<file path="config.mk">
export PLATFORM = sky130hd
export DESIGN_NAME = vrs_front_flat
export DESIGN_NICKNAME = d
export VERILOG_FILES = /design/src/rtl/vrs_pkg.sv /design/src/rtl/vrs_if.sv /design/src/rtl/vrs_front.sv /design/src/flat_wrapper.sv
export SDC_FILE = /design/constraint.sdc
export NUM_CORES = 1
export LEC_CHECK = 0
export BUFFER_PORTS_ARGS = -buffer_cell sky130_fd_sc_hd__buf_2
export CAP_MARGIN = 10
export CORE_MARGIN = 1.5
export CORE_UTILIZATION = 45
export DETAILED_ROUTE_END_ITERATION = 8
export PLACE_DENSITY = 0.85
export SLEW_MARGIN = 20
export SYNTH_ARGS = -nofsm -noshare
export SYNTH_HDL_FRONTEND = slang
export SYNTH_SLANG_ARGS = --single-unit
</file>
<file path="constraint.sdc">
create_clock -name vclk -period 2.9
set_clock_uncertainty 0.1 [all_clocks]
set_input_delay 0.145 -clock vclk [all_inputs]
set_output_delay 0.145 -clock vclk [all_outputs]
set_load 0.05 [all_outputs]
</file>
<file path="src/rtl/vrs_pkg.sv">
package vrs_pkg;

  localparam int MAX_DIM     = 512;
  localparam int SAMPLE_BITS = 32;
  localparam int QUEUE_DEPTH = 4;

  localparam int DIM_W      = 10;
  localparam int SAMPLE_W   = 32;
  localparam int ADDR_W     = 27;
  localparam int CFG_IDX_W  = 3;
  localparam int CFG_DATA_W = 32;
  localparam int ANGLE_W    = 16;
  localparam int DIMS_W     = 3 * DIM_W;
  localparam int COEF_W     = 18;
  localparam int TRIG_W     = 17;
  localparam int V2_W       = DIM_W + 2;
  localparam int CORDIC_W   = 34;
  localparam int PHASE_W    = 33;
  localparam int MAT_STEPS  = 15;

  localparam logic signed [CORDIC_W-1:0] CORDIC_GAIN = 34'sd652032874;
  localparam logic [SAMPLE_W-1:0] SAMPLE_MASK =
    (SAMPLE_BITS >= SAMPLE_W) ? {SAMPLE_W{1'b1}} : SAMPLE_W'((64'd1 << SAMPLE_BITS) - 64'd1);

  typedef enum logic [CFG_IDX_W-1:0] {
    REG_ANGLE_X  = 3'd0,
    REG_ANGLE_Y  = 3'd1,
    REG_ANGLE_Z  = 3'd2,
    REG_SRC_DIMS = 3'd3,
    REG_DST_DIMS = 3'd4
  } reg_idx_t;

  typedef logic signed [COEF_W-1:0] coef_t;

  typedef struct packed {
    logic signed [V2_W-1:0] v2_x;
    logic signed [V2_W-1:0] v2_y;
    logic signed [V2_W-1:0] v2_z;
    logic                   src_ok;
    logic [SAMPLE_W-1:0]    sample;
  } item_t;

  function automatic logic [DIM_W-1:0] dim_clamp(input logic [DIM_W-1:0] d);
    return (d > DIM_W'(MAX_DIM)) ? DIM_W'(MAX_DIM) : d;
  endfunction

endpackage

</file>
<file path="src/rtl/vrs_if.sv">
interface vrs_vox_if;
  logic                         valid;
  logic                         ready;
  logic [vrs_pkg::DIM_W-1:0]    vox_x;
  logic [vrs_pkg::DIM_W-1:0]    vox_y;
  logic [vrs_pkg::DIM_W-1:0]    vox_z;
  logic [vrs_pkg::SAMPLE_W-1:0] vox_sample;
  modport source(output valid, vox_x, vox_y, vox_z, vox_sample, input ready);
  modport sink(input valid, vox_x, vox_y, vox_z, vox_sample, output ready);
endinterface


</file>
<file path="src/rtl/vrs_front.sv">
module vrs_front (
  input  logic                      mat_ready,
  input  logic [vrs_pkg::DIMS_W-1:0] src_dims,
  input  logic                      full,
  vrs_vox_if.sink                   vox,
  output logic                      push,
  output vrs_pkg::item_t            item
);

  logic [vrs_pkg::DIM_W-1:0] sd_x, sd_y, sd_z;

  function automatic logic signed [vrs_pkg::V2_W-1:0] center(
      input logic [vrs_pkg::DIM_W-1:0] c, input logic [vrs_pkg::DIM_W-1:0] sd);
    return $signed({1'b0, c, 1'b0}) - $signed({2'b00, sd}) + vrs_pkg::V2_W'(1);
  endfunction

  always_comb begin
    sd_x = vrs_pkg::dim_clamp(src_dims[vrs_pkg::DIM_W-1:0]);
    sd_y = vrs_pkg::dim_clamp(src_dims[2*vrs_pkg::DIM_W-1:vrs_pkg::DIM_W]);
    sd_z = vrs_pkg::dim_clamp(src_dims[3*vrs_pkg::DIM_W-1:2*vrs_pkg::DIM_W]);
    vox.ready   = mat_ready && !full;
    push        = vox.valid && vox.ready;
    item.v2_x   = center(vox.vox_x, sd_x);
    item.v2_y   = center(vox.vox_y, sd_y);
    item.v2_z   = center(vox.vox_z, sd_z);
    item.src_ok = (vox.vox_x < sd_x) && (vox.vox_y < sd_y) && (vox.vox_z < sd_z);
    item.sample = vox.vox_sample & vrs_pkg::SAMPLE_MASK;
  end

endmodule

</file>
<file path="src/flat_wrapper.sv">
// flat-port wrapper written by rule: the top's interface ports become plain ports
module vrs_front_flat 
  (mat_ready, src_dims, full, push, item, vox_valid, vox_vox_x, vox_vox_y, vox_vox_z, vox_vox_sample, vox_ready);
  vrs_vox_if vox_i ();
  input  logic mat_ready;
  input  logic [vrs_pkg::DIMS_W-1:0] src_dims;
  input  logic full;
  output logic push;
  output vrs_pkg::item_t item;
  input wire logic [$bits(vox_i.valid)-1:0] vox_valid;
  input wire logic [$bits(vox_i.vox_x)-1:0] vox_vox_x;
  input wire logic [$bits(vox_i.vox_y)-1:0] vox_vox_y;
  input wire logic [$bits(vox_i.vox_z)-1:0] vox_vox_z;
  input wire logic [$bits(vox_i.vox_sample)-1:0] vox_vox_sample;
  output wire logic [$bits(vox_i.ready)-1:0] vox_ready;
  assign vox_i.valid = vox_valid;
  assign vox_i.vox_x = vox_vox_x;
  assign vox_i.vox_y = vox_vox_y;
  assign vox_i.vox_z = vox_vox_z;
  assign vox_i.vox_sample = vox_vox_sample;
  assign vox_ready = vox_i.ready;
  vrs_front u_core (.mat_ready(mat_ready), .src_dims(src_dims), .full(full), .vox(vox_i), .push(push), .item(item));
endmodule
</file>
==> implementation parameters, run 1 <==
Parameter                              Value

Placed design
  Number of port buffers    102
  Weighted congestion at the end of routability-driven global placement    0.905
  HPWL reported at the end of detailed placement    5810 µm

Detailed routing
  Sum of routed wire segments on met1    2890 µm
  Sum of met3 wire segment lengths after detailed routing    383 µm
  Post-route ant nets    0
  Via-to-Cell Ratio    5.46
  Total length of routed wires    7390 µm
  Length of routed met2 wiring    3960 µm
  Post-route DRC    0
  Average wire length per cell after detail routing    14.5 µm
  Iter 0 DRT Violations    86
  Uppermost signal routing layer after detailed routing    met4
  1st-pass router iterations    6
  Number of vias in the routed layout    2,773

Worst setup path
  Crit path max fanout    3
  Worst path cell trace    buf_8 -> nor4_4 -> nand2_1 -> o41ai_2 -> nand2_1 -> ha_1 -> ha_1 -> a21o_1 -> a2111oi_4 -> o21bai_1 -> a21oi_2 -> xnor2_2 -> buf_6
  Bufs and invs on worst path    2
  Endpoint class of the critical path    primary output
  Max incr delay on CP    0.38 ns
  Family of cells with the greatest summed delay on the critical path    compound AO/OA/AOI/OAI gates
  Number of gates on the worst path with buffers counted    13
  Required time of the worst setup path    2.65 ns
  Data arrival time of the worst path    2.85 ns
  Cell type of the slowest stage on the worst timing path    sky130_fd_sc_hd__a2111oi_4
  Type of the worst setup path    in2out
  Startpoint class of the critical path    input pin

STA
  Number of setup violations in the final report    10
  Max-slew violation count    0
  Transition time of the tightest slew-check pin    0.396 ns
  Setup slack after layout    -0.198 ns
  Hold Slack    0.190 ns
  Maximum operating frequency    0.323 GHz
  Hold Fails Final Rpt    0
  Setup repair after global routing missed its margin    yes
  Max-slew headroom    73.6%
  Period minus WS final    3.10 ns
  Setup TNS    -1.16 ns
  Final critical-path share of the clock period    107%

Final layout
  Final net count    617
  Count of sequential standard cells    0
  Layout-stage area growth over the synthesis result    52.4%
  Final antenna diode count    0
  Clock buffer cells    0
  Fillers    418
  Multi-input gate area    2710 µm²
  Core Util, Final    70.9%
  Area occupied by registers    0 µm²
  Ratio of cells with drive above 1 in the final layout    50.0%

Flow run
  Max_cap viols    0

Global route
  First-pass GRT wire length    11,800 µm
  Initial antenna violation count    0
  Aggregate global routing overflow    0
  Number of global-route vias before repair    2,793
  Maximum number of pins on one net before global-route repair    11
  Total Routing Usage GR    23.0%

Floorplanning
  Area of the die    6160 µm²
  Cell row count    27
  X dimension of the die    78.5 µm
  Vertical die dimension    78.5 µm
  Placeable Area    5510 µm²
  I/O pin cnt    166
  Initial core utilization    46.5%

Hold path
  Count of cells along the worst hold path    0
  Worst min-delay path startpoint    vox_vox_sample[11]
  Hold Path Class    in2out
  Worst-case hold path end point    item[11]

Synthesis
  Share of the yosys chip area belonging to registers    0%
  Synth Net Count    502
  Synthesized netlist cell count    323
  Mean area per synthesized cell    7.93 µm²
  Number of library cell types mapped by synthesis    41
  Area of the mapped netlist    2560 µm²
  Yosys synthesis warning count    0

Run status
  Status    finished with violations
  Violated checks    setup timing

Clocking
  Hold buffer count at cts    0

Power
  P per Cell Area    411 nW/µm²
  Leakage    0.00202 µW
  Peak supply drop    0.342 mV
==> layer usage <==
| layer | global-route usage, % | vias to the layer above |
|---|---|---|
| met2 | 47.1 | 104 |
| met5 | 0 | - |
| met4 | 4.64 | 0 |
| met1 | 25.0 | 1282 |
| li1 | - | 1365 |
| met3 | 2.09 | 22 |
==> cell usage after synthesis (all sizes together) (2+ instances only) <==
cell	count	share of area [%]
nor2b	2	0.49
a2111oi	3	3.2
and2	4	1.0
fa	3	2.3
nand2	35	5.1
o41ai	5	2.0
buf	32	9.4
nor3	6	1.2
nor2	15	2.2
nor4	4	0.98
o21a	2	0.59
and3	6	2.1
nand3	10	2.0
a21oi	24	5.0
o21ai	5	1.1
nand4	6	1.5
xnor2	21	7.2
inv	30	4.4
o21bai	5	1.6
a21o	9	2.6
or3	2	0.49
ha	81	40
xor2	3	1.0
==> logic make-up after synthesis <==
family / share of synthesized area [%]
xor gates and xnor gates: 8.20
and+or+nand+nor: 17.5
adders and majority gates: 41.9
AOI/OAI and AO/OA: 18.5
buffers and inverters: 13.9
==> through the flow <==
stage / power [µW] / worst slack, ns / instance area, µm² / cells
global placement: 1320 / -0.485 / 3330 / 498
finish: 1600 / -0.198 / 3910 / 508
CTS: 1540 / -0.292 / 3750 / 506
global route: 1700 / -0.317 / 3910 / 508
floorplan: 1140 / -0.0249 / 2720 / 323
detailed placement: 1350 / -0.534 / 3330 / 498
==> cell type report <==
| class | count | area share [%] |
|---|---|---|
| Inverter | 31 | 2.98 |
| Multi-Input combinational cell | 260 | 69.3 |
| Tap cell | 72 | 2.31 |
| Timing Repair Buffer | 145 | 25.4 |
==> power by group <==
group	internal [µW]	leakage (µW)	switching, µW
sequential	0	0	0
clock	0	0	0
combinational	640	0.00202	965
total	640	0.00202	965
==> cells in the final DEF (no fill, tap or decap), types with 9 or more instances in the layout <==
master / instances
sky130_fd_sc_hd__xnor2_2: 12
sky130_fd_sc_hd__inv_1: 28
sky130_fd_sc_hd__buf_6: 22
sky130_fd_sc_hd__a21oi_1: 16
sky130_fd_sc_hd__a21o_1: 9
sky130_fd_sc_hd__ha_1: 71
sky130_fd_sc_hd__ha_4: 9
sky130_fd_sc_hd__buf_2: 78
sky130_fd_sc_hd__nor2_1: 11
sky130_fd_sc_hd__nand2_1: 31
sky130_fd_sc_hd__buf_4: 42
==> worst max-delay path by stage <==
stage                 startpoint  endpoint
global placement    src_dims[15]  item[56]
detailed placement  src_dims[15]  item[56]
finish               src_dims[3]  item[66]
global route         src_dims[3]  item[66]
CTS                 src_dims[18]  item[56]
floorplan            src_dims[3]  item[67]
==> timing repair <==
| action | 4_1_cts | 5_1_grt |
|---|---|---|
| buffers inserted | 10 | 5 |
| resized for setup | 72 | 31 |
| pin swaps | 42 | 23 |
| gates cloned | 0 | 0 |
| endpoints found under the setup margin | 16 | 18 |
Note: power is estimated with default switching activity, not from simulation.
==> run 2: changes to the inputs <==
--- a/config.mk
+++ b/config.mk
@@ -11,6 +11,7 @@
 export CORE_UTILIZATION = 45
 export DETAILED_ROUTE_END_ITERATION = 8
 export PLACE_DENSITY = 0.85
+export RECOVER_POWER = 100
 export SLEW_MARGIN = 20
 export SYNTH_ARGS = -nofsm -noshare
 export SYNTH_HDL_FRONTEND = slang
==> run 2 against run 1 <==
Against the previous run: the flow still finishes with violations (setup timing); fmax about the same; highest routed layer unchanged; via count is 0.32% higher; combinational power about the same; critical endpoint unchanged; first-iteration DRC count up 1.2%; cell count unchanged; setup slack better by 0.0014 ns; critical path depth did not move; wire length decreased by 0.18%; sequential share of layout area is the same.
==> implementation parameters, run 2 (synthesized netlist as in run 1, its figures left out) <==
Parameter                              Value

Detailed routing
  Number of vias in the routed layout    2,782 (+0.32%)
  Post-route ant nets    0 (unchanged)
  Sum of met3 wire segment lengths after detailed routing    391 µm (+2.1%)
  Post-route DRC    0 (unchanged)
  Uppermost signal routing layer after detailed routing    met4
  Via-to-Cell Ratio    5.48 (+0.32%)
  1st-pass router iterations    6 (unchanged)
  Sum of routed wire segments on met1    2880 µm (-0.55%)
  Total length of routed wires    7380 µm (-0.18%)
  Length of routed met2 wiring    3950 µm (-0.13%)
  Average wire length per cell after detail routing    14.5 µm (-0.18%)
  Iter 0 DRT Violations    87 (+1.2%)

Worst setup path
  Critical path launch point    src_dims[3]
  Endpoint class of the critical path    primary output
  Worst path cell trace    buf_8 -> nor4_4 -> nand2_1 -> o41ai_2 -> nand2_1 -> ha_1 -> ha_1 -> a21o_1 -> a2111oi_4 -> o21bai_1 -> a21oi_2 -> xnor2_2 -> buf_6
  Type of the worst setup path    in2out
  Crit path max fanout    3 (unchanged)
  Startpoint class of the critical path    input pin
  Data arrival time of the worst path    2.85 ns (about the same)
  Required time of the worst setup path    2.65 ns (about the same)
  Cell type of the slowest stage on the worst timing path    sky130_fd_sc_hd__a2111oi_4
  Max incr delay on CP    0.38 ns (about the same)

STA
  Period minus WS final    3.10 ns (-0.00135 ns)
  Hold Fails Final Rpt    0 (unchanged)
  Max-slew violation count    0 (unchanged)
  Transition time of the tightest slew-check pin    0.608 ns (+0.211 ns)
  Setup slack after layout    -0.197 ns (+0.00135 ns)
  Maximum operating frequency    0.323 GHz (about the same)
  Max-slew headroom    59.7% (-14 points)
  Final critical-path share of the clock period    107% (about the same)
  Number of setup violations in the final report    10 (unchanged)
  Setup repair after global routing missed its margin    yes

Final layout
  Area occupied by registers    0 µm² (unchanged)
  Leading cell types in the layout, fill and taps excluded    sky130_fd_sc_hd__ha_1, sky130_fd_sc_hd__buf_2, sky130_fd_sc_hd__buf_4
  Ratio of cells with drive above 1 in the final layout    46.1% (-3.9 points)
  Most common cell after layout, fill and taps aside    sky130_fd_sc_hd__ha_1
  Final net count    617 (unchanged)
  Clock buffer cells    0 (unchanged)
  Count of sequential standard cells    0 (unchanged)
  Layout-stage area growth over the synthesis result    51.7%
  Final antenna diode count    0 (unchanged)
  Finished Layout Cells    508 (unchanged)

Power
  Sum of internal, switching and leakage power    1590 µW (-0.71%)
  Clock share of power    0% (unchanged)
  P per Cell Area    410 nW/µm² (-0.20%)
  Combinational share of power    100.0% (about the same)
  Internal power    628 µW (-1.9%)
  Switching part of the total power    60.6% (+0.47 points)
  Switching Power    965 µW (about the same)
  Leakage    0.00197 µW (-2.1%)
  Share of total power in sequential cells    0% (unchanged)
  Peak supply drop    0.329 mV (-3.7%)

Floorplanning
  X dimension of the die    78.5 µm (unchanged)
  Vertical die dimension    78.5 µm (unchanged)
  Initial core utilization    46.5% (unchanged)
  I/O pin cnt    166 (unchanged)
  Area of the die    6160 µm² (unchanged)
  Placeable Area    5510 µm² (unchanged)
  Cell row count    27 (unchanged)

Global route
  Number of global-route vias before repair    2,793 (unchanged)
  Aggregate global routing overflow    0 (unchanged)
  Initial antenna violation count    0 (unchanged)
  Maximum number of pins on one net before global-route repair    11 (unchanged)
  First-pass GRT wire length    11,800 µm (unchanged)
  Total Routing Usage GR    23.0% (unchanged)

Hold path
  Worst min-delay path startpoint    vox_vox_sample[11]
  Hold Path Class    in2out

Placed design
  Number of port buffers    102 (unchanged)
  Weighted congestion at the end of routability-driven global placement    0.905 (unchanged)
  Cells after DPL    498 (unchanged)
  HPWL reported at the end of detailed placement    5810 µm (unchanged)

Flow run
  Max_cap viols    0 (unchanged)

Run status
  Status    finished with violations
  Violated checks    setup timing
[run 2: changes by cell type in the layout (fill, tap and decap cells not counted)]
cell	previous run	this run
sky130_fd_sc_hd__clkbuf_2	0	4
sky130_fd_sc_hd__inv_2	2	1
sky130_fd_sc_hd__clkbuf_4	1	2
sky130_fd_sc_hd__inv_1	28	29
sky130_fd_sc_hd__clkbuf_1	0	16
sky130_fd_sc_hd__buf_2	78	58
sky130_fd_sc_hd__buf_4	42	41
[run 2: final cells by class]
type                            count  area (µm²)
Multi-Input combinational cell    260        2710
Fill cell                         428        1620
Timing Repair Buffer              145         971
Inverter                           31         116
Tap cell                           72        90.1
[run 2: metal layers]
| metal | GRT usage [%] | up-vias |
|---|---|---|
| li1 | - | 1364 |
| met1 | 25.0 | 1288 |
| met2 | 47.1 | 108 |
| met3 | 2.09 | 22 |
| met4 | 4.64 | 0 |
| met5 | 0 | - |
[run 2: path summary, 6_finish.rpt]
| path | to | slack (ns) | depth (start not counted) |
|---|---|---|---|
| min | item[11] | 0.19 | 0 |
| max | item[66] | -0.20 | 13 |
[run 2: worst max-delay path: cells and delay by family]
family                   cells  cell delay, ns
AO/OA/AOI/OAI                5            1.21
buffers and inverters        2            0.27
AND/OR/NAND/NOR              3            0.49
XOR/XNOR                     1            0.13
adder cells (fa/ha/maj)      2            0.59
[run 2: power by group through the flow]
stage | combinational [µW] | sequential, µW | clock, µW
2_1_floorplan | 1140 | 0 | 0
3_3_place_gp | 1320 | 0 | 0
3_5_place_dp | 1350 | 0 | 0
4_1_cts | 1540 | 0 | 0
5_1_grt | 1690 | 0 | 0
6_report | 1590 | 0 | 0
[run 2: through the flow]
step	area, µm²	TNS (ns)	utilization [%]	setup slack [ns]	hold slack (ns)
floorplan	2720	-0.0249	-	-0.0249	0.357
global placement	3330	-3.30	60.4	-0.485	0.190
detailed placement	3330	-4.57	60.4	-0.534	0.190
CTS	3750	-1.75	68.0	-0.292	0.190
global route	3890	-2.91	70.6	-0.317	0.190
finish	3890	-1.14	70.6	-0.197	0.190
[run 2: repair_timing]
item                                    4_1_cts  5_1_grt
setup buffers                                10        5
pin swaps                                    42       23
gates resized for setup                      72       31
endpoints found under the hold margin         0        0
endpoints found under the setup margin       16       18
hold buffers                                  0        0
