### src/rtl/vrs_pkg.sv
package vrs_pkg;

  localparam int MAX_DIM     = 512;
  localparam int SAMPLE_BITS = 32;
  localparam int QUEUE_DEPTH = 4;

  localparam int DIM_W      = 10;
  localparam int SAMPLE_W   = 32;
  localparam int ADDR_W     = 27;
  localparam int CFG_IDX_W  = 3;
  localparam int CFG_DATA_W = 32;
  localparam int ANGLE_W    = 16;
  localparam int DIMS_W     = 3 * DIM_W;
  localparam int COEF_W     = 18;
  localparam int TRIG_W     = 17;
  localparam int V2_W       = DIM_W + 2;
  localparam int CORDIC_W   = 34;
  localparam int PHASE_W    = 33;
  localparam int MAT_STEPS  = 15;

  localparam logic signed [CORDIC_W-1:0] CORDIC_GAIN = 34'sd652032874;
  localparam logic [SAMPLE_W-1:0] SAMPLE_MASK =
    (SAMPLE_BITS >= SAMPLE_W) ? {SAMPLE_W{1'b1}} : SAMPLE_W'((64'd1 << SAMPLE_BITS) - 64'd1);

  typedef enum logic [CFG_IDX_W-1:0] {
    REG_ANGLE_X  = 3'd0,
    REG_ANGLE_Y  = 3'd1,
    REG_ANGLE_Z  = 3'd2,
    REG_SRC_DIMS = 3'd3,
    REG_DST_DIMS = 3'd4
  } reg_idx_t;

  typedef logic signed [COEF_W-1:0] coef_t;

  typedef struct packed {
    logic signed [V2_W-1:0] v2_x;
    logic signed [V2_W-1:0] v2_y;
    logic signed [V2_W-1:0] v2_z;
    logic                   src_ok;
    logic [SAMPLE_W-1:0]    sample;
  } item_t;

  function automatic logic [DIM_W-1:0] dim_clamp(input logic [DIM_W-1:0] d);
    return (d > DIM_W'(MAX_DIM)) ? DIM_W'(MAX_DIM) : d;
  endfunction

endpackage

### src/rtl/vrs_matrix.sv
module vrs_matrix (
  input  logic                              clk,
  input  logic                              rst,
  input  logic [vrs_pkg::ANGLE_W-1:0]       angle_x,
  input  logic [vrs_pkg::ANGLE_W-1:0]       angle_y,
  input  logic [vrs_pkg::ANGLE_W-1:0]       angle_z,
  input  logic                              restart,
  output logic                              mat_ready,
  output vrs_pkg::coef_t                    coef [9]
);

  typedef enum logic [4:0] {
    ST_IDLE  = 5'b00001,
    ST_LOAD  = 5'b00010,
    ST_ITER  = 5'b00100,
    ST_ROUND = 5'b01000,
    ST_MAT   = 5'b10000
  } state_t;

  typedef enum logic [2:0] {
    OPA_SX, OPA_CX, OPA_SY, OPA_CY, OPA_SZ, OPA_CZ, OPA_A, OPA_B
  } opa_t;

  typedef enum logic [2:0] {
    OPB_SY, OPB_CY, OPB_SZ, OPB_CZ, OPB_NEG1
  } opb_t;

  typedef enum logic [1:0] {
    RND_0, RND_15, RND_30
  } rsel_t;

  typedef struct packed {
    opa_t        a;
    opb_t        b;
    logic        sh15;
    logic        neg;
    logic        first;
    logic        last;
    rsel_t       rnd;
    logic [3:0]  entry;
    logic        st_a;
    logic        st_b;
  } mstep_t;

  localparam int ACC_W  = 52;
  localparam int PROD_W = vrs_pkg::CORDIC_W + vrs_pkg::TRIG_W;

  function automatic mstep_t mat_step(input logic [3:0] s);
    mstep_t r;
    unique case (s)
      4'd0:  r = '{OPA_SX, OPB_SY,   1'b0, 1'b0, 1'b0, 1'b0, RND_0,  4'd0, 1'b1, 1'b0};
      4'd1:  r = '{OPA_CX, OPB_SY,   1'b0, 1'b0, 1'b0, 1'b0, RND_0,  4'd0, 1'b0, 1'b1};
      4'd2:  r = '{OPA_CY, OPB_CZ,   1'b0, 1'b0, 1'b1, 1'b1, RND_15, 4'd0, 1'b0, 1'b0};
      4'd3:  r = '{OPA_CY, OPB_SZ,   1'b0, 1'b0, 1'b1, 1'b1, RND_15, 4'd1, 1'b0, 1'b0};
      4'd4:  r = '{OPA_SY, OPB_NEG1, 1'b0, 1'b0, 1'b1, 1'b1, RND_0,  4'd2, 1'b0, 1'b0};
      4'd5:  r = '{OPA_A,  OPB_CZ,   1'b0, 1'b0, 1'b1, 1'b0, RND_30, 4'd3, 1'b0, 1'b0};
      4'd6:  r = '{OPA_CX, OPB_SZ,   1'b1, 1'b1, 1'b0, 1'b1, RND_30, 4'd3, 1'b0, 1'b0};
      4'd7:  r = '{OPA_A,  OPB_SZ,   1'b0, 1'b0, 1'b1, 1'b0, RND_30, 4'd4, 1'b0, 1'b0};
      4'd8:  r = '{OPA_CX, OPB_CZ,   1'b1, 1'b0, 1'b0, 1'b1, RND_30, 4'd4, 1'b0, 1'b0};
      4'd9:  r = '{OPA_SX, OPB_CY,   1'b0, 1'b0, 1'b1, 1'b1, RND_15, 4'd5, 1'b0, 1'b0};
      4'd10: r = '{OPA_B,  OPB_CZ,   1'b0, 1'b0, 1'b1, 1'b0, RND_30, 4'd6, 1'b0, 1'b0};
      4'd11: r = '{OPA_SX, OPB_SZ,   1'b1, 1'b0, 1'b0, 1'b1, RND_30, 4'd6, 1'b0, 1'b0};
      4'd12: r = '{OPA_B,  OPB_SZ,   1'b0, 1'b0, 1'b1, 1'b0, RND_30, 4'd7, 1'b0, 1'b0};
      4'd13: r = '{OPA_SX, OPB_CZ,   1'b1, 1'b1, 1'b0, 1'b1, RND_30, 4'd7, 1'b0, 1'b0};
      4'd14: r = '{OPA_CX, OPB_CY,   1'b0, 1'b0, 1'b1, 1'b1, RND_15, 4'd8, 1'b0, 1'b0};
      default: r = '{OPA_SX, OPB_SY, 1'b0, 1'b0, 1'b0, 1'b0, RND_0, 4'd0, 1'b0, 1'b0};
    endcase
    return r;
  endfunction

  function automatic logic [31:0] atan_lut(input logic [3:0] i);
    logic [31:0] r;
    unique case (i)
      4'd0:  r = 32'h20000000;
      4'd1:  r = 32'h12E4051D;
      4'd2:  r = 32'h09FB385B;
      4'd3:  r = 32'h051111D4;
      4'd4:  r = 32'h028B0D43;
      4'd5:  r = 32'h0145D7E1;
      4'd6:  r = 32'h00A2F61E;
      4'd7:  r = 32'h00517C55;
      4'd8:  r = 32'h0028BE53;
      4'd9:  r = 32'h00145F2F;
      4'd10: r = 32'h000A2F98;
      4'd11: r = 32'h000517CC;
      4'd12: r = 32'h00028BE6;
      4'd13: r = 32'h000145F3;
      4'd14: r = 32'h0000A2FA;
      default: r = 32'h0000517D;
    endcase
    return r;
  endfunction

  // magnitude round at bit 15, optional negate, clamp to +-1.0
  function automatic logic signed [vrs_pkg::TRIG_W-1:0] trig_round(
      input logic signed [vrs_pkg::CORDIC_W-1:0] v, input logic flip);
    logic [vrs_pkg::CORDIC_W-1:0] mag;
    logic [19:0]                  r;
    logic signed [20:0]           s;
    logic signed [vrs_pkg::TRIG_W-1:0] o;
    mag = v[vrs_pkg::CORDIC_W-1] ? vrs_pkg::CORDIC_W'(-v) : vrs_pkg::CORDIC_W'(v);
    r   = 20'((mag + vrs_pkg::CORDIC_W'(16384)) >> 15);
    s   = (v[vrs_pkg::CORDIC_W-1] ^ flip) ? -$signed({1'b0, r}) : $signed({1'b0, r});
    if (s > 21'sd32768) begin
      o = 17'sd32767 + 17'sd1;
    end else if (s < -21'sd32768) begin
      o = -17'sd32768;
    end else begin
      o = 17'(s);
    end
    return o;
  endfunction

  function automatic vrs_pkg::coef_t coef_round(input logic signed [ACC_W-1:0] v,
                                                input rsel_t sel);
    logic [ACC_W-1:0]   mag;
    logic [ACC_W-1:0]   r;
    logic signed [ACC_W:0] s;
    vrs_pkg::coef_t     o;
    mag = v[ACC_W-1] ? ACC_W'(-v) : ACC_W'(v);
    unique case (sel)
      RND_15:  r = (mag + ACC_W'(64'd1 << 14)) >> 15;
      RND_30:  r = (mag + ACC_W'(64'd1 << 29)) >> 30;
      default: r = mag;
    endcase
    s = v[ACC_W-1] ? -$signed({1'b0, r}) : $signed({1'b0, r});
    if (s > (ACC_W+1)'(32768)) begin
      o = 18'sd32768;
    end else if (s < -(ACC_W+1)'(32768)) begin
      o = -18'sd32768;
    end else begin
      o = vrs_pkg::COEF_W'(s);
    end
    return o;
  endfunction

  state_t state;
  logic [1:0] ang_sel;
  logic [3:0] iter;
  logic signed [vrs_pkg::CORDIC_W-1:0] x, y;
  logic signed [vrs_pkg::PHASE_W-1:0]  zz;
  logic flip;
  logic signed [vrs_pkg::TRIG_W-1:0] sx, cx, sy, cy, sz, cz;
  logic [3:0] step;
  logic [1:0] ph;
  logic signed [PROD_W-1:0] prod;
  logic signed [ACC_W-1:0]  acc;
  logic signed [vrs_pkg::CORDIC_W-1:0] ra, rb;

  mstep_t cur;
  logic [vrs_pkg::ANGLE_W-1:0] ang;
  logic [31:0] z0, zf, z_off;
  logic signed [vrs_pkg::CORDIC_W-1:0] dx, dy, opa;
  logic signed [vrs_pkg::TRIG_W-1:0] opb;
  logic signed [ACC_W-1:0] term, acc_next;
  logic [vrs_pkg::PHASE_W-1:0] atan_ext;
  logic load_flip;

  always_comb begin
    cur = mat_step(step);
    unique case (ang_sel)
      2'd0:    ang = angle_x;
      2'd1:    ang = angle_y;
      default: ang = angle_z;
    endcase
    z0 = {ang, 16'h0000};
    z_off = z0 - 32'h40000000;
    load_flip = ~z_off[31];
    zf = load_flip ? (z0 - 32'h80000000) : z0;
    dx = y >>> iter;
    dy = x >>> iter;
    atan_ext = {1'b0, atan_lut(iter)};
    unique case (cur.a)
      OPA_SX:  opa = vrs_pkg::CORDIC_W'(sx);
      OPA_CX:  opa = vrs_pkg::CORDIC_W'(cx);
      OPA_SY:  opa = vrs_pkg::CORDIC_W'(sy);
      OPA_CY:  opa = vrs_pkg::CORDIC_W'(cy);
      OPA_SZ:  opa = vrs_pkg::CORDIC_W'(sz);
      OPA_CZ:  opa = vrs_pkg::CORDIC_W'(cz);
      OPA_A:   opa = ra;
      default: opa = rb;
    endcase
    unique case (cur.b)
      OPB_SY:  opb = sy;
      OPB_CY:  opb = cy;
      OPB_SZ:  opb = sz;
      OPB_CZ:  opb = cz;
      default: opb = -17'sd1;
    endcase
    term = cur.sh15 ? $signed({prod[ACC_W-16:0], 15'b0}) : ACC_W'(prod);
    acc_next = (cur.first ? '0 : acc) + (cur.neg ? -term : term);
  end

  assign mat_ready = (state == ST_IDLE);

  always_ff @(posedge clk) begin
    if (rst || restart) begin
      state   <= ST_LOAD;
      ang_sel <= 2'd0;
      iter    <= 4'd0;
      step    <= 4'd0;
      ph      <= 2'd0;
    end else begin
      unique case (state)
        ST_LOAD: begin
          x     <= vrs_pkg::CORDIC_GAIN;
          y     <= '0;
          zz    <= $signed({zf[31], zf});
          flip  <= load_flip;
          iter  <= 4'd0;
          state <= ST_ITER;
        end
        ST_ITER: begin
          if (!zz[vrs_pkg::PHASE_W-1]) begin
            x  <= x - dx;
            y  <= y + dy;
            zz <= zz - $signed(atan_ext);
          end else begin
            x  <= x + dx;
            y  <= y - dy;
            zz <= zz + $signed(atan_ext);
          end
          iter <= iter + 4'd1;
          if (iter == 4'd15) begin
            state <= ST_ROUND;
          end
        end
        ST_ROUND: begin
          unique case (ang_sel)
            2'd0: begin
              cx <= trig_round(x, flip);
              sx <= trig_round(y, flip);
            end
            2'd1: begin
              cy <= trig_round(x, flip);
              sy <= trig_round(y, flip);
            end
            default: begin
              cz <= trig_round(x, flip);
              sz <= trig_round(y, flip);
            end
          endcase
          if (ang_sel == 2'd2) begin
            step  <= 4'd0;
            ph    <= 2'd0;
            state <= ST_MAT;
          end else begin
            ang_sel <= ang_sel + 2'd1;
            state   <= ST_LOAD;
          end
        end
        ST_MAT: begin
          unique case (ph)
            2'd0: begin
              prod <= opa * opb;
              ph   <= 2'd1;
            end
            2'd1: begin
              if (cur.st_a) begin
                ra <= vrs_pkg::CORDIC_W'(prod);
              end
              if (cur.st_b) begin
                rb <= vrs_pkg::CORDIC_W'(prod);
              end
              if (cur.first || cur.last) begin
                acc <= acc_next;
              end
              ph <= 2'd2;
            end
            default: begin
              if (cur.last) begin
                coef[cur.entry] <= coef_round(acc, cur.rnd);
              end
              ph <= 2'd0;
              if (step == 4'(vrs_pkg::MAT_STEPS - 1)) begin
                state <= ST_IDLE;
              end else begin
                step <= step + 4'd1;
              end
            end
          endcase
        end
        default: begin
          state <= ST_IDLE;
        end
      endcase
    end
  end

endmodule

### config.mk
export PLATFORM = sky130hd
export DESIGN_NAME = vrs_matrix
export DESIGN_NICKNAME = d
export VERILOG_FILES = /design/src/rtl/vrs_pkg.sv /design/src/rtl/vrs_matrix.sv
export SDC_FILE = /design/constraint.sdc
export NUM_CORES = 2
export LEC_CHECK = 0
export ABC_CLOCK_PERIOD_IN_PS = 10100
export CAP_MARGIN = 20
export CELL_PAD_IN_SITES_DETAIL_PLACEMENT = 1
export CELL_PAD_IN_SITES_GLOBAL_PLACEMENT = 2
export CORE_UTILIZATION = 35
export CTS_BUF_LIST = sky130_fd_sc_hd__clkbuf_16
export DETAILED_ROUTE_END_ITERATION = 10
export DONT_BUFFER_PORTS = 1
export PLACE_DENSITY_LB_ADDON = 0.1
export SLEW_MARGIN = 25
export SYNTH_ARGS = -nofsm -noshare
export SYNTH_HDL_FRONTEND = slang
export SYNTH_SLANG_ARGS = --single-unit
export TNS_END_PERCENT = 5
### constraint.sdc
create_clock -name clk -period 10.1 [get_ports clk]
set_input_delay 0.505 -clock clk [delete_from_list [all_inputs] [get_ports clk]]
set_output_delay 0.505 -clock clk [all_outputs]
set_load 0.01 [all_outputs]
==> impl_metrics.py <==
metrics = {
    "finish": {
        "drive_above_1_share": 0.08057,
        "area_growth_pct": 9.348,
        "final_common_cell": "nand2_1",
        "layout.nets": 7778,
        "utilization": 0.3850,
        "fin_area_um2": 69590,
        "final_cell_mix": "nand2_1, nor2_1, inv_1, fa_1, edfxtp_1",
        "fill_cells": 20754,
    },
    "timing": {
        "fmaxAchievable_ghz": 0.1029,
        "timing.final.ws_setup_ps": 384.7,
        "rsz0062_at_grt": "no",
        "tightest_slew_ps": 1124,
        "min_period_ps": 9715,
        "hold_ws_ps": 69.49,
        "slew_viol_final": 0,
        "hold_violations": 0,
        "slew_headroom": 0.2464,
        "setup_tns_ps": 0,
        "setup_viol": 0,
        "finClkSkew_ps": 59.70,
        "fin_crit_sh": 0.9619,
    },
    "global_routing": {
        "antenna_found_initial": 5,
        "grt_pass1_vias": 52988,
        "grtUsageMet1": 0.3562,
        "grt_use_total": 0.2460,
        "grt-ovfl-total": 0,
        "grt_most_used_layer": "met2",
        "use_met3": 0.03234,
        "grt_max_degree": 72,
        "grt_pass1_wl_mm": 345.2,
        "grt_util_met2": 0.3938,
    },
    "worst_setup_path": {
        "r2r_cells": 32,
        "critical_path.slowest_cell": "fa_1",
        "cp-start-kind": "flop",
        "worstPathArrival_ps": 10170,
        "slowest_delay_ps": 620,
        "crit_type": "reg2reg",
        "endpoint_kind": "flop",
        "cpMostUsedCell": "fa_1",
        "crit_required_ps": 10560,
        "path_max_fanout": 18,
    },
    "yosys": {
        "synth_nets": 7836,
        "synth.distinct_cells": 107,
        "syn_area_um2": 63640,
        "avgSynthCellArea_um2": 9.191,
        "yosysWarnings": 0,
        "yosys.area.top_type_share": 0.2534,
        "syn_inst": 6925,
        "synthTopCellsByArea": "edfxtp_1, fa_1, ha_1",
        "synth-main-ff-cell": "edfxtp_1",
        "seq_area_frac_synth": 0.2738,
        "synthArstFlopShare": 0,
        "synth_top_cell_by_area": "edfxtp_1",
        "synth_edf_count": 537,
        "yosys_register_bits": 602,
    },
    "clocking": {
        "clock_sinks": 602,
        "path_clk_slew_ps": 60,
        "clk_latency_ps": 720,
        "clockBufferDepth": 3,
        "postCtsSetupBuffers": 0,
        "cts_buffers": 75,
        "cts-root-buf": "clkbuf_16",
        "cts_htree_levels": 3,
        "cts_tree": "done",
    },
    "power": {
        "p_leak_uw": 0.02848,
        "power_density_nw_per_um2": 86.85,
        "vdd_drop_max_mv": 0.1342,
    },
    "placed_design": {
        "dpl_cell_area_um2": 66980,
        "place_congestion": 0.8889,
        "io_buffer_count": 0,
        "pre_cts_slack_ps": 305.1,
        "place_hpwl_mm": 184.0,
    },
    "run": {
        "drv_cap": 0,
    },
    "route": {
        "drc": 0,
        "ant_nets": 0,
        "vias": 51591,
        "drt_pass1_iterations": 6,
        "avgRoutedWirePerCell_um": 24.68,
        "first_iter_violations": 3281,
        "routed_via_density": 5.547,
        "wl_mm": 229.5,
    },
    "floorplan": {
        "fp.dieArea_um2": 183600,
        "start_util": 0.3521,
        "die_x_um": 428.4,
        "core_area_um2": 180700,
        "rows": 156,
        "fp.dieH_um": 428.4,
        "ioPinCount": 214,
    },
    "hold_path": {
        "holdPathStages": 2,
        "hold_path_class": "in2reg",
    },
    "outcome": {
        "status": "finished, final reports clean",
    },
}
path summary, 6_finish.rpt:
kind | to | from | slack [ps]
max | prod[47] | cur[17] | 380
min | zz[25] | angle_z[9] | 70
max reg2reg | prod[47] | cur[17] | 380
min reg2reg | ang_sel[1] | ang_sel[1] | 560
where the power goes:
group          switching, uW  internal, uW  leakage, uW
logic                    276           185       0.0215
clock network           1180          1670      0.00129
registers               27.8          2700      0.00568
total                   1490          4560       0.0285
cell type report:
type	instances	area [um^2]	area share
tap	2370	2965	0.04261
inverter	734	2755	0.03959
antenna	4	10.01	0.0001438
clock buffer	77	1927	0.02769
multi-input combinational	5263	42380	0.6089
timing repair buffer	191	1474	0.02118
clock inverter	59	638.1	0.009169
sequential	602	17450	0.2507
registers in the layout (all words and copies together) (netlist names), 18 cells and up:
register,flops
rb,34
atan_ext,30
ra,34
cur,18
coef,162
zz,33
x,34
prod,51
acc,52
y,34
Yosys cell counts, drive strengths merged, types with 22 or more instances:
cell and instances:
nor2 772, nand2 751, inv 729, fa 555, edfxtp 537, a21oi 325, ha 305, xnor2 300
clkbuf 265, o21ai 265, xor2 210, nor3 149, nand3 117, nor2b 113, mux2i 108, a21o 85
a31oi 73, nor4 73, mux4 72, and2 66, and3 65, dfxtp 65, nand4 62, buf 61
nand2b 60, o21a 55, o31ai 52, or3 49, or2 47, a211oi 45, o21bai 35, o22ai 34
o41ai 29, or4 28, nor3b 22
layer usage:
layer	vias up	part of all wire
met5	-	0
met1	26645	0.48
met2	1008	0.46
li1	23762	-
met3	176	0.045
met4	0	0.019
cells by family (layout without fill, tap and decap cells):
family,Yosys count,after routing,share of synthesized area
other,0,4,0
AOI/OAI and AO/OA,1264,1264,0.1316
muxes,198,198,0.04565
DFF,602,602,0.2738
adders and majority gates,860,860,0.2345
buffers and inverters,1060,1061,0.06324
and+or+nand+nor,2431,2431,0.1805
xor gates and xnor gates,510,510,0.07060
worst max-delay path: cells and delay by family, from the launching register on:
| kind | cells | cell delay [ps] |
|---|---|---|
| AO/OA/AOI/OAI | 11 | 2660 |
| XOR/XNOR | 1 | 80 |
| adder cells (fa/ha/maj) | 7 | 3360 |
| buffers and inverters | 8 | 1370 |
| flip-flops | 1 | 310 |
| AND/OR/NAND/NOR | 5 | 1640 |
timing repair:
action                                 CTS  global route
gates resized for setup                  0             5
setup endpoints to repair                0             3
endpoints found under the hold margin    1             0
hold buffers                             1             0
metrics by stage:
step,cells,power (uW)
finish,9300,6044
global route,9296,6259
CTS,9296,6143
detailed placement,9159,3246
global placement,9159,3239
floorplan,6925,3125
Note: power is estimated with default switching activity, not from simulation.
