File: config.mk
export PLATFORM = sky130hd
export DESIGN_NAME = vrs_queue
export DESIGN_NICKNAME = d
export VERILOG_FILES = /design/src/rtl/vrs_pkg.sv /design/src/rtl/vrs_queue.sv
export SDC_FILE = /design/constraint.sdc
export NUM_CORES = 1
export LEC_CHECK = 0
export BUFFER_PORTS_ARGS = -buffer_cell sky130_fd_sc_hd__buf_2
export CORE_MARGIN = 2
export CORE_UTILIZATION = 45
export CTS_BUF_LIST = sky130_fd_sc_hd__clkbuf_8
export CTS_CLUSTER_DIAMETER = 30
export DETAILED_ROUTE_END_ITERATION = 7
export PLACE_DENSITY_LB_ADDON = 0.25
export SYNTH_ARGS = -nofsm -noshare
export SYNTH_HDL_FRONTEND = slang
export SYNTH_SLANG_ARGS = --single-unit
export TNS_END_PERCENT = 10
File: constraint.sdc
create_clock -name clk -period 6.37 [get_ports clk]
set_input_delay 1.911 -clock clk [delete_from_list [all_inputs] [get_ports clk]]
set_output_delay 1.911 -clock clk [all_outputs]
set_load 0.1 [all_outputs]
File: src/rtl/vrs_pkg.sv
package vrs_pkg;

  localparam int MAX_DIM     = 512;
  localparam int SAMPLE_BITS = 32;
  localparam int QUEUE_DEPTH = 4;

  localparam int DIM_W      = 10;
  localparam int SAMPLE_W   = 32;
  localparam int ADDR_W     = 27;
  localparam int CFG_IDX_W  = 3;
  localparam int CFG_DATA_W = 32;
  localparam int ANGLE_W    = 16;
  localparam int DIMS_W     = 3 * DIM_W;
  localparam int COEF_W     = 18;
  localparam int TRIG_W     = 17;
  localparam int V2_W       = DIM_W + 2;
  localparam int CORDIC_W   = 34;
  localparam int PHASE_W    = 33;
  localparam int MAT_STEPS  = 15;

  localparam logic signed [CORDIC_W-1:0] CORDIC_GAIN = 34'sd652032874;
  localparam logic [SAMPLE_W-1:0] SAMPLE_MASK =
    (SAMPLE_BITS >= SAMPLE_W) ? {SAMPLE_W{1'b1}} : SAMPLE_W'((64'd1 << SAMPLE_BITS) - 64'd1);

  typedef enum logic [CFG_IDX_W-1:0] {
    REG_ANGLE_X  = 3'd0,
    REG_ANGLE_Y  = 3'd1,
    REG_ANGLE_Z  = 3'd2,
    REG_SRC_DIMS = 3'd3,
    REG_DST_DIMS = 3'd4
  } reg_idx_t;

  typedef logic signed [COEF_W-1:0] coef_t;

  typedef struct packed {
    logic signed [V2_W-1:0] v2_x;
    logic signed [V2_W-1:0] v2_y;
    logic signed [V2_W-1:0] v2_z;
    logic                   src_ok;
    logic [SAMPLE_W-1:0]    sample;
  } item_t;

  function automatic logic [DIM_W-1:0] dim_clamp(input logic [DIM_W-1:0] d);
    return (d > DIM_W'(MAX_DIM)) ? DIM_W'(MAX_DIM) : d;
  endfunction

endpackage

File: src/rtl/vrs_queue.sv
module vrs_queue #(
  parameter int DEPTH = vrs_pkg::QUEUE_DEPTH
) (
  input  logic           clk,
  input  logic           rst,
  input  logic           push,
  input  vrs_pkg::item_t wr_item,
  output logic           full,
  input  logic           pop,
  output logic           valid,
  output vrs_pkg::item_t rd_item
);

  localparam int PTR_W = (DEPTH > 1) ? $clog2(DEPTH) : 1;
  localparam int CNT_W = $clog2(DEPTH + 1);

  vrs_pkg::item_t mem [DEPTH];
  logic [PTR_W-1:0] wr_ptr, rd_ptr;
  logic [CNT_W-1:0] count;

  assign full    = (count == CNT_W'(DEPTH));
  assign valid   = (count != '0);
  assign rd_item = mem[rd_ptr];

  always_ff @(posedge clk) begin
    if (push) begin
      mem[wr_ptr] <= wr_item;
    end
  end

  always_ff @(posedge clk) begin
    if (rst) begin
      wr_ptr <= '0;
      rd_ptr <= '0;
      count  <= '0;
    end else begin
      if (push) begin
        wr_ptr <= (wr_ptr == PTR_W'(DEPTH - 1)) ? '0 : wr_ptr + PTR_W'(1);
      end
      if (pop) begin
        rd_ptr <= (rd_ptr == PTR_W'(DEPTH - 1)) ? '0 : rd_ptr + PTR_W'(1);
      end
      if (push && !pop) begin
        count <= count + CNT_W'(1);
      end else if (pop && !push) begin
        count <= count - CNT_W'(1);
      end
    end
  end

endmodule

==> results of run 1 <==
==> worst min-delay path: cells and delay by family, from the launching register on <==
kind,cells,cell delay (ps)
AO/OA/AOI/OAI,2,180
flip-flops,1,330
==> area by class of cell <==
class / instances / area share [%]
sequential: 285 / 68.1
tap: 285 / 2.86
clock buffer: 57 / 6.30
multi-input combinational: 100 / 14.5
inverter: 4 / 0.121
clock inverter: 42 / 2.20
timing repair buffer: 145 / 5.87
==> kinds of logic after synthesis <==
kind of cell               after synthesis  share of synthesized area, %
and+or+nand+nor                         15                         0.757
AOI/OAI and AO/OA                        3                         0.144
buffers and inverters                   20                          1.32
muxes                                   73                          15.3
xor gates and xnor gates                 2                         0.168
DFF                                    285                          81.4
adders and majority gates                7                         0.914
==> power by group through the flow <==
stage	Clock (mW)	Combinational, mW	Sequential (mW)
final	1.66	0.740	2.20
after global routing	1.80	0.767	2.20
after CTS	1.71	0.748	2.20
after detailed placement	0	0.747	2.24
after global placement	0	0.738	2.23
after floorplan	0	0.639	2.21
==> per-layer routing <==
layer  vias up  wire length (um)  global-route usage (%)
met3        25              1040                    4.58
met2       124              9810                    27.3
met5         -                23                       0
li1       2118                 -                       -
met4         4               267                    5.50
met1      2490              7220                    18.5
==> layout by cell type, fill, tap and decap left out <==
cell	n
a21oi_1	2
and2_4	4
buf_2	143
buf_4	2
bufinv_16	2
clkbuf_8	57
clkinv_1	6
clkinv_2	10
clkinv_4	7
clkinvlp_4	3
dfxtp_1	7
dfxtp_4	2
edfxtp_1	276
fa_1	1
ha_1	6
inv_1	17
inv_6	1
mux2i_1	4
mux4_2	69
nor2_1	7
nor3b_1	2
o21ai_0	1
or3_1	2
xor2_1	2
==> sequential cells by signal, summed over array words and instances, names as in the netlist, named ones only <==
register and cells:
mem 276, count 3, rd_ptr 2, wr_ptr 2
==> path summary, 6_finish.rpt <==
| check | slack, ps | to |
|---|---|---|
| max | 1500 | rd_item[60] |
| min | 550 | count[2] |
| max reg2reg | 4460 | mem[0][8] |
| min reg2reg | 550 | count[2] |
==> stage by stage <==
| step | cells | util (%) | cell area (um2) | power (mW) |
|---|---|---|---|---|
| floorplan | 405 | - | 10400 | 2.84 |
| global placement | 819 | 50.3 | 11400 | 2.97 |
| detailed placement | 819 | 50.3 | 11400 | 2.98 |
| CTS | 918 | 55.0 | 12400 | 4.65 |
| global route | 918 | 55.0 | 12400 | 4.77 |
| finish | 918 | 55.0 | 12400 | 4.60 |
==> impl_metrics.csv, run 1 <==
group,metric,value,unit
outcome,outcome,"finished, final reports clean",
timing,rsz0062_at_grt,"no",
worst_setup_path,crit_type,"flop to output pin",
detailed_routing,drt_iter0_markers,237,
detailed_routing,wire_per_inst,20.0,um
yosys,yosysSeqAreaShare,81.4,%
power,p_clk_share,36.2,%
worst_setup_path,crit_family,"buffers and inverters",
power,switchingPower,1.37,mW
power,intPower,3.23,mW
yosys,syn-num-nets,485,
timing,relSlewSlack,26.3,%
yosys,netlist_area,10400,um2
worst_setup_path,r2r-start,"wr_ptr[0]",
detailed_routing,avgViaCountPerCell,5.19,
clock_network,cts_tree,"done",
timing,fin_skew,11.0,ps
worst_hold_path,hold_depth,2,
floorplan,initial_utilization,46.0,%
worst_setup_path,path_depth,3,
worst_setup_path,cp-end-kind,"output pin",
power,p_per_area,369,nW/um2
power,leakage,4.30,nW
final_layout,multi_input_area,1810,um2
yosys,synth_area_leader_cell,"edfxtp_1",
place,io_buffers,143,
final_layout,seq_area,8480,um2
global_route,overflow,0,
yosys,ys_ff_latch,285,
global_route,grt_pass1_wl,28500,um
clock_network,clock_latency,560,ps
timing,period_minus_slack,4870,ps
clock_network,clk_pin_slew,60,ps
yosys,synth_ff_type,"edfxtp_1",
final_layout,nFillCells,1722,
place,place_worst_setup_slack,1980,ps
clock_network,ctsHoldBuffers,0,
yosys,synth_top_area_share,79.6,%
timing,tightestPinTransition,1110,ps
yosys,ys_warn_count,0,
place,place_congestion,0.672,
detailed_routing,drt_wl_total,18400,um
timing,tns,0,ps
final_layout,drive_above_1_share,47.4,%
clock_network,cts_resized,0,
clock_network,cts_max_level,2,
worst_setup_path,slowest_delay,830,ps
detailed_routing,post-route-drc-count,0,
power,swShare,29.8,%
detailed_routing,vias,4761,
floorplan,die_w,156,um
yosys,syn_area_per_cell,25.7,um2
worst_hold_path,hold_path_class,"flop to flop",
worst_setup_path,path_max_fanout,36,
yosys,synth_edf_count,276,
detailed_routing,drt.antenna.violating_nets,0,
power,pwr-share-comb,16.1,%
clock_network,cts_buffers,55,
power,peakVddDrop,0.229,mV
global_route,antenna_found_initial,2,
worst_setup_path,crit_required,4460,ps
final_layout,finish.net_count,671,
place,dpl.hpwl,10200,um
worst_hold_path,hp-start,"count[2]",
final_layout,diodes,0,
run,cap_violations,0,
detailed_routing,first_pass_iters,4,
timing,setup_viol,0,
timing,finalHoldViolCount,0,
yosys,syn_inst,405,
floorplan,fp-row-count,55,
final_layout,areaGrowthSynthToFinish,19.6,%
worst_setup_path,cp.arrival,2960,ps
yosys,yosys-top-cells-count,"edfxtp_1, mux4_2, dfxtp_1",
global_route,grt_pass1_vias,5226,
floorplan,die_y,156,um
clock_network,clock_sinks,285,
yosys,synth.distinct_cells,19,
worst_setup_path,crit_chain,"buf_4 -> mux4_2 -> buf_2",
yosys,synth_area_leaders,"edfxtp_1, mux4_2, dfxtp_1",
power,p_seq_share,47.7,%
timing,drv_slew,0,
worst_setup_path,reg2reg_depth,3,
clock_network,cts_setup_buffers,0,
timing,whs,553,ps
worst_setup_path,cpMaxStageDelayCell,"dfxtp_4",
yosys,yosysMostFrequentCell,"edfxtp_1",
floorplan,core_area,22600,um2
timing,finalCritPeriodShare,76.4,%
floorplan,num_io_pins,144,
yosys,synth-async-reset-ratio,0,%
timing,worst_slack,1500,ps
worst_setup_path,start_kind,"flop",
global_route,track_usage,15.6,%
worst_setup_path,crit_buf_inv,2,
timing,clock.fmax,205,MHz
floorplan,die-area,24400,um2
clock_network,cts_root_buf,"clkbuf_8",
clock_network,clockBufferDepth,3,
global_route,grt_max_degree,70,
Note: power is estimated with default switching activity, not from simulation.
==> inputs of run 2 (changes only) <==
==> constraint.sdc (replaced) <==
create_clock -name clk -period 4.3 [get_ports clk]
set_input_delay 1.29 -clock clk [delete_from_list [all_inputs] [get_ports clk]]
set_output_delay 1.29 -clock clk [all_outputs]
set_load 0.1 [all_outputs]
==> impl_metrics.csv, run 2 (synthesis results as in run 1) <==
group,metric,value,unit
outcome,outcome,"finished, final reports clean",
final_layout,top_register,"mem",
place,dpl.hpwl,10200,um
place,place_congestion,0.693,
final_layout,areaGrowthSynthToFinish,21.0,%
final_layout,reg_top3,"mem: 276 flops, count: 3 flops",
detailed_routing,vias,4757,
timing,rsz0062_at_grt,"no",
detailed_routing,post-route-drc-count,0,
power,power.total,7.09,mW
floorplan,num_io_pins,144,
detailed_routing,drt_wl_total,18400,um
clock_network,cts_resized,0,
global_route,grt_pass1_wl,28000,um
clock_network,cts_buffers,54,
power,peakVddDrop,0.400,mV
global_route,grt_pass1_vias,5211,
detailed_routing,drt_iter0_markers,262,
floorplan,core_area,22600,um2
global_route,grt_max_degree,70,
global_route,grtUsageMet1,18.4,%
final_layout,diodes,0,
worst_hold_path,hold_depth,2,
floorplan,die_y,156,um
clock_network,ctsHoldBuffers,0,
worst_setup_path,cp.arrival,2350,ps
power,p_per_area,563,nW/um2
worst_hold_path,hold_path_class,"flop to flop",
final_layout,finish.net_count,673,
place,placed_area,11400,um2
global_route,antenna_found_initial,0,
clock_network,clock_latency,540,ps
floorplan,die_w,156,um
timing,fin_skew,16.3,ps
timing,finalHoldViolCount,0,
final_layout,largest_reg_flops,276,
detailed_routing,wire_per_inst,20.0,um
global_route,grt_use_met2,26.8,%
timing,tightestPinTransition,1120,ps
worst_setup_path,reg2reg_depth,3,
worst_setup_path,path_max_fanout,18,
worst_setup_path,cp-end-kind,"output pin",
worst_setup_path,rrSetupSlack,2390,ps
worst_setup_path,r2r-start,"wr_ptr[1]",
clock_network,cts_root_buf,"clkbuf_8",
global_route,use_met3,3.94,%
detailed_routing,drt.antenna.violating_nets,0,
global_route,track_usage,15.3,%
final_layout,final_common_cell,"edfxtp_1",
clock_network,clockBufferDepth,3,
run,cap_violations,0,
global_route,busiest_layer,"met2",
global_route,overflow,0,
timing,clock.fmax,275,MHz
floorplan,initial_utilization,46.0,%
clock_network,clk_pin_slew,50,ps
timing,drv_slew,0,
power,leakage,4.35,nW
timing,relSlewSlack,25.7,%
detailed_routing,avgViaCountPerCell,5.18,
final_layout,mostFrequentLayoutCells,"edfxtp_1, buf_2, mux4_2",
timing,tns,0,ps
worst_hold_path,hp-start,"count[2]",
detailed_routing,first_pass_iters,4,
floorplan,die-area,24400,um2
worst_setup_path,crit_required,3010,ps
timing,period_minus_slack,3640,ps
final_layout,drive_above_1_share,47.0,%
floorplan,fp-row-count,55,
timing,finalCritPeriodShare,84.7,%
worst_setup_path,start_kind,"flop",
final_layout,final_cell_area,12600,um2
worst_setup_path,crit_type,"flop to output pin",
clock_network,cts_setup_buffers,0,
clock_network,cts_tree,"done",
clock_network,cts_max_level,2,
place,io_buffers,143,
timing,setup_viol,0,
clock_network,clock_sinks,285,
-- run 2: path summary, 6_finish.rpt --
path	endpoint
worst max-delay path	rd_item[11]
worst max register to register	mem[1][61]
worst min-delay path	count[2]
worst min register to register	count[2]
-- run 2: routing by layer --
layer,part of all wire [%],vias to the layer above
met2,53,130
met1,41,2476
met3,5.0,29
li1,-,2122
met5,0,-
met4,1.7,0
-- run 2: power breakdown --
| part | switching (mW) | internal, mW | leakage [nW] |
|---|---|---|---|
| clock | 1.07 | 1.67 | 0.624 |
| combinational | 0.886 | 0.231 | 1.12 |
| sequential | 0.0478 | 3.19 | 2.61 |
-- run 2: per-stage QoR --
step	setup slack (ps)	std cells	hold WS (ps)	utilization, %
after CTS	551	919	529	55.6
after global routing	472	919	572	55.6
final	659	919	515	55.6
after floorplan	463	405	455	-
after global placement	1180	822	475	50.5
after detailed placement	1170	822	502	50.5
-- run 2: layout make-up --
cell class	instances	area, um2
clock inverter	42	398
fill	1691	10000
multi-input combinational	100	1810
inverter	4	15.0
timing repair buffer	148	778
sequential	285	8480
tap	285	357
clock buffer	55	757
-- run 2: worst max-delay path: stages, from the launching register on --
cell     delay, ps
dfxtp_4        570
buf_4          350
mux4_2         550
buf_2          310
==> inputs of run 3 (changes only) <==
--- a/config.mk
+++ b/config.mk
@@ -5,6 +5,7 @@
 export SDC_FILE = /design/constraint.sdc
 export NUM_CORES = 1
 export LEC_CHECK = 0
+export ABC_AREA = 1
 export BUFFER_PORTS_ARGS = -buffer_cell sky130_fd_sc_hd__buf_2
 export CORE_MARGIN = 2
 export CORE_UTILIZATION = 45
==> constraint.sdc (replaced) <==
create_clock -name clk -period 3.8 [get_ports clk]
set_input_delay 1.14 -clock clk [delete_from_list [all_inputs] [get_ports clk]]
set_output_delay 1.14 -clock clk [all_outputs]
set_load 0.1 [all_outputs]
==> impl_metrics.csv, run 3 <==
group,metric,value,unit
outcome,outcome,"finished, final reports clean",
clock_network,cts_root_buf,"clkbuf_8",
yosys,synth_top_area_share,77.5,%
worst_setup_path,start_kind,"flop",
detailed_routing,drt_iter0_markers,406,
floorplan,die_w,158,um
detailed_routing,vias,6480,
detailed_routing,avgViaCountPerCell,5.15,
worst_setup_path,cp-end-kind,"output pin",
run,cap_violations,0,
final_layout,finish.net_count,976,
yosys,synth_area_leader_cell,"edfxtp_1",
floorplan,num_io_pins,144,
yosys,syn_inst,727,
timing,tightestPinTransition,616,ps
global_route,grt_max_degree,79,
final_layout,final_common_cell,"edfxtp_1",
yosys,synth_edf_count,276,
final_layout,final_cell_area,13800,um2
timing,relSlewSlack,58.9,%
floorplan,core_area,23400,um2
clock_network,clock_sinks,285,
timing,clock.fmax,284,MHz
worst_hold_path,hold_path_class,"flop to flop",
power,pwr-share-comb,22.3,%
power,switchingPower,2.56,mW
detailed_routing,drt_wl_total,22200,um
global_route,grt_pass1_vias,6273,
timing,tns,0,ps
yosys,ys_ff_latch,285,
final_layout,largest_reg_flops,276,
detailed_routing,post-route-drc-count,0,
floorplan,die_y,158,um
power,p_seq_share,44.0,%
timing,drv_slew,0,
clock_network,cts_max_level,2,
power,power.total,8.28,mW
worst_setup_path,crit_type,"flop to output pin",
floorplan,fp-row-count,56,
floorplan,initial_utilization,45.7,%
place,placed_area,12800,um2
power,p_per_area,600,nW/um2
clock_network,cts_buffers,52,
timing,setup_viol,0,
yosys,synth.distinct_cells,23,
yosys,synth_ff_type,"edfxtp_1",
place,dpl.hpwl,12700,um
worst_setup_path,path_max_fanout,32,
final_layout,instances_no_fill,1258,
clock_network,cts_tree,"done",
power,p_clk_share,33.7,%
floorplan,die-area,25000,um2
worst_setup_path,crit_required,2660,ps
power,peakVddDrop,0.362,mV
timing,finalHoldViolCount,0,
timing,period_minus_slack,3520,ps
clock_network,clockBufferDepth,3,
yosys,ys_warn_count,0,
place,dp_cells,1161,
yosys,yosysMostFrequentCell,"edfxtp_1",
yosys,yosys-top-cells-count,"edfxtp_1, nor2_1, o21ai_0",
timing,rsz0062_at_grt,"no",
yosys,synth_area_leaders,"edfxtp_1, nor2_1, o21ai_0",
power,leakage,4.97,nW
final_layout,nFillCells,1860,
yosys,syn-num-nets,807,
yosys,yosysSeqAreaShare,79.2,%
clock_network,cts_resized,0,
final_layout,drive_above_1_share,25.7,%
final_layout,mostFrequentLayoutCells,"edfxtp_1, nor2_1, o21ai_0",
place,io_buffers,143,
final_layout,areaGrowthSynthToFinish,29.1,%
timing,whs,541,ps
timing,fin_skew,22.3,ps
worst_setup_path,cp.arrival,2380,ps
detailed_routing,wire_per_inst,17.6,um
global_route,overflow,0,
detailed_routing,first_pass_iters,5,
clock_network,cts_setup_buffers,0,
detailed_routing,drt.antenna.violating_nets,0,
clock_network,ctsHoldBuffers,0,
clock_network,clk_pin_slew,50,ps
global_route,grt_pass1_wl,33900,um
yosys,netlist_area,10700,um2
final_layout,reg_top3,"mem: 276 flops, count: 3 flops",
place,place_congestion,0.743,
clock_network,clock_latency,560,ps
power,intPower,5.72,mW
yosys,synth-async-reset-ratio,0,%
power,swShare,30.9,%
global_route,antenna_found_initial,3,
global_route,track_usage,17.8,%
yosys,syn_area_per_cell,14.7,um2
timing,finalCritPeriodShare,92.6,%
final_layout,top_register,"mem",
-- run 3: cell types whose count changed after synthesis, sizes merged, moves of 9 or more --
| cell | change |
|---|---|
| nor2 | +140 |
| o21ai | +140 |
| mux4 | -69 |
| o22ai | +69 |
| buf | +16 |
| clkbuf | +12 |
| inv | +12 |
| nand2 | +9 |
-- run 3: worst max-delay path, cell delays in order, from the launching register on --
cell and delay [ps]:
dfxtp_2 440, inv_2 380, buf_12 260, o21ai_0 120, o22ai_1 360, buf_12 240
-- run 3: cells by family after synthesis --
logic type	after synthesis	share of synthesized area (%)
buf+inv	60	3.38
fa+ha+maj	7	0.889
compound gates	213	10.8
flops	285	79.2
xor+xnor	1	0.0819
simple gates	161	5.72
-- run 3: metrics by stage --
step / utilization (%) / worst slack, ps
4_1_cts: 59.0 / 273
6_report: 59.0 / 283
3_3_place_gp: 54.6 / 909
3_5_place_dp: 54.6 / 881
2_1_floorplan: - / 242
5_1_grt: 59.0 / 140
-- run 3: layer usage --
layer / routed length (um) / global-route usage (%) / vias up
met5: 23 / 0 / -
met4: 484 / 5.45 / 4
met3: 1680 / 4.74 / 50
met2: 10500 / 28.2 / 200
met1: 9480 / 24.2 / 3141
li1: - / - / 3085
-- run 3: area by class of cell --
| cell class | instances | area, um2 | share of cell area [%] |
|---|---|---|---|
| Multi-Input combinational cell | 382 | 1870 | 13.5 |
| Timing Repair Buffer | 159 | 1970 | 14.3 |
| Inverter | 16 | 67.6 | 0.489 |
| Sequential cell | 285 | 8470 | 61.3 |
| Tap cell | 319 | 399 | 2.89 |
| Antenna cell | 2 | 5.00 | 0.0362 |
| Clock inverter | 40 | 274 | 1.98 |
| Clock buffer | 55 | 757 | 5.48 |
-- run 3: worst paths after layout --
path / from / end / slack [ps] / cells past startpoint
max reg2reg: wr_ptr[0] / mem[0][47] / 1940 / 5
min reg2reg: wr_ptr[1] / wr_ptr[1] / 540 / 2
min: wr_ptr[1] / wr_ptr[1] / 540 / 2
max: flop / rd_item[65] / 280 / 5
-- run 3: power by group through the flow --
stage	clock [mW]	combinational, mW	sequential [mW]
global placement	0	1.85	3.70
detailed placement	0	1.86	3.71
finish	2.79	1.85	3.64
global route	3.00	1.92	3.66
floorplan	0	1.18	3.69
CTS	2.85	1.86	3.64
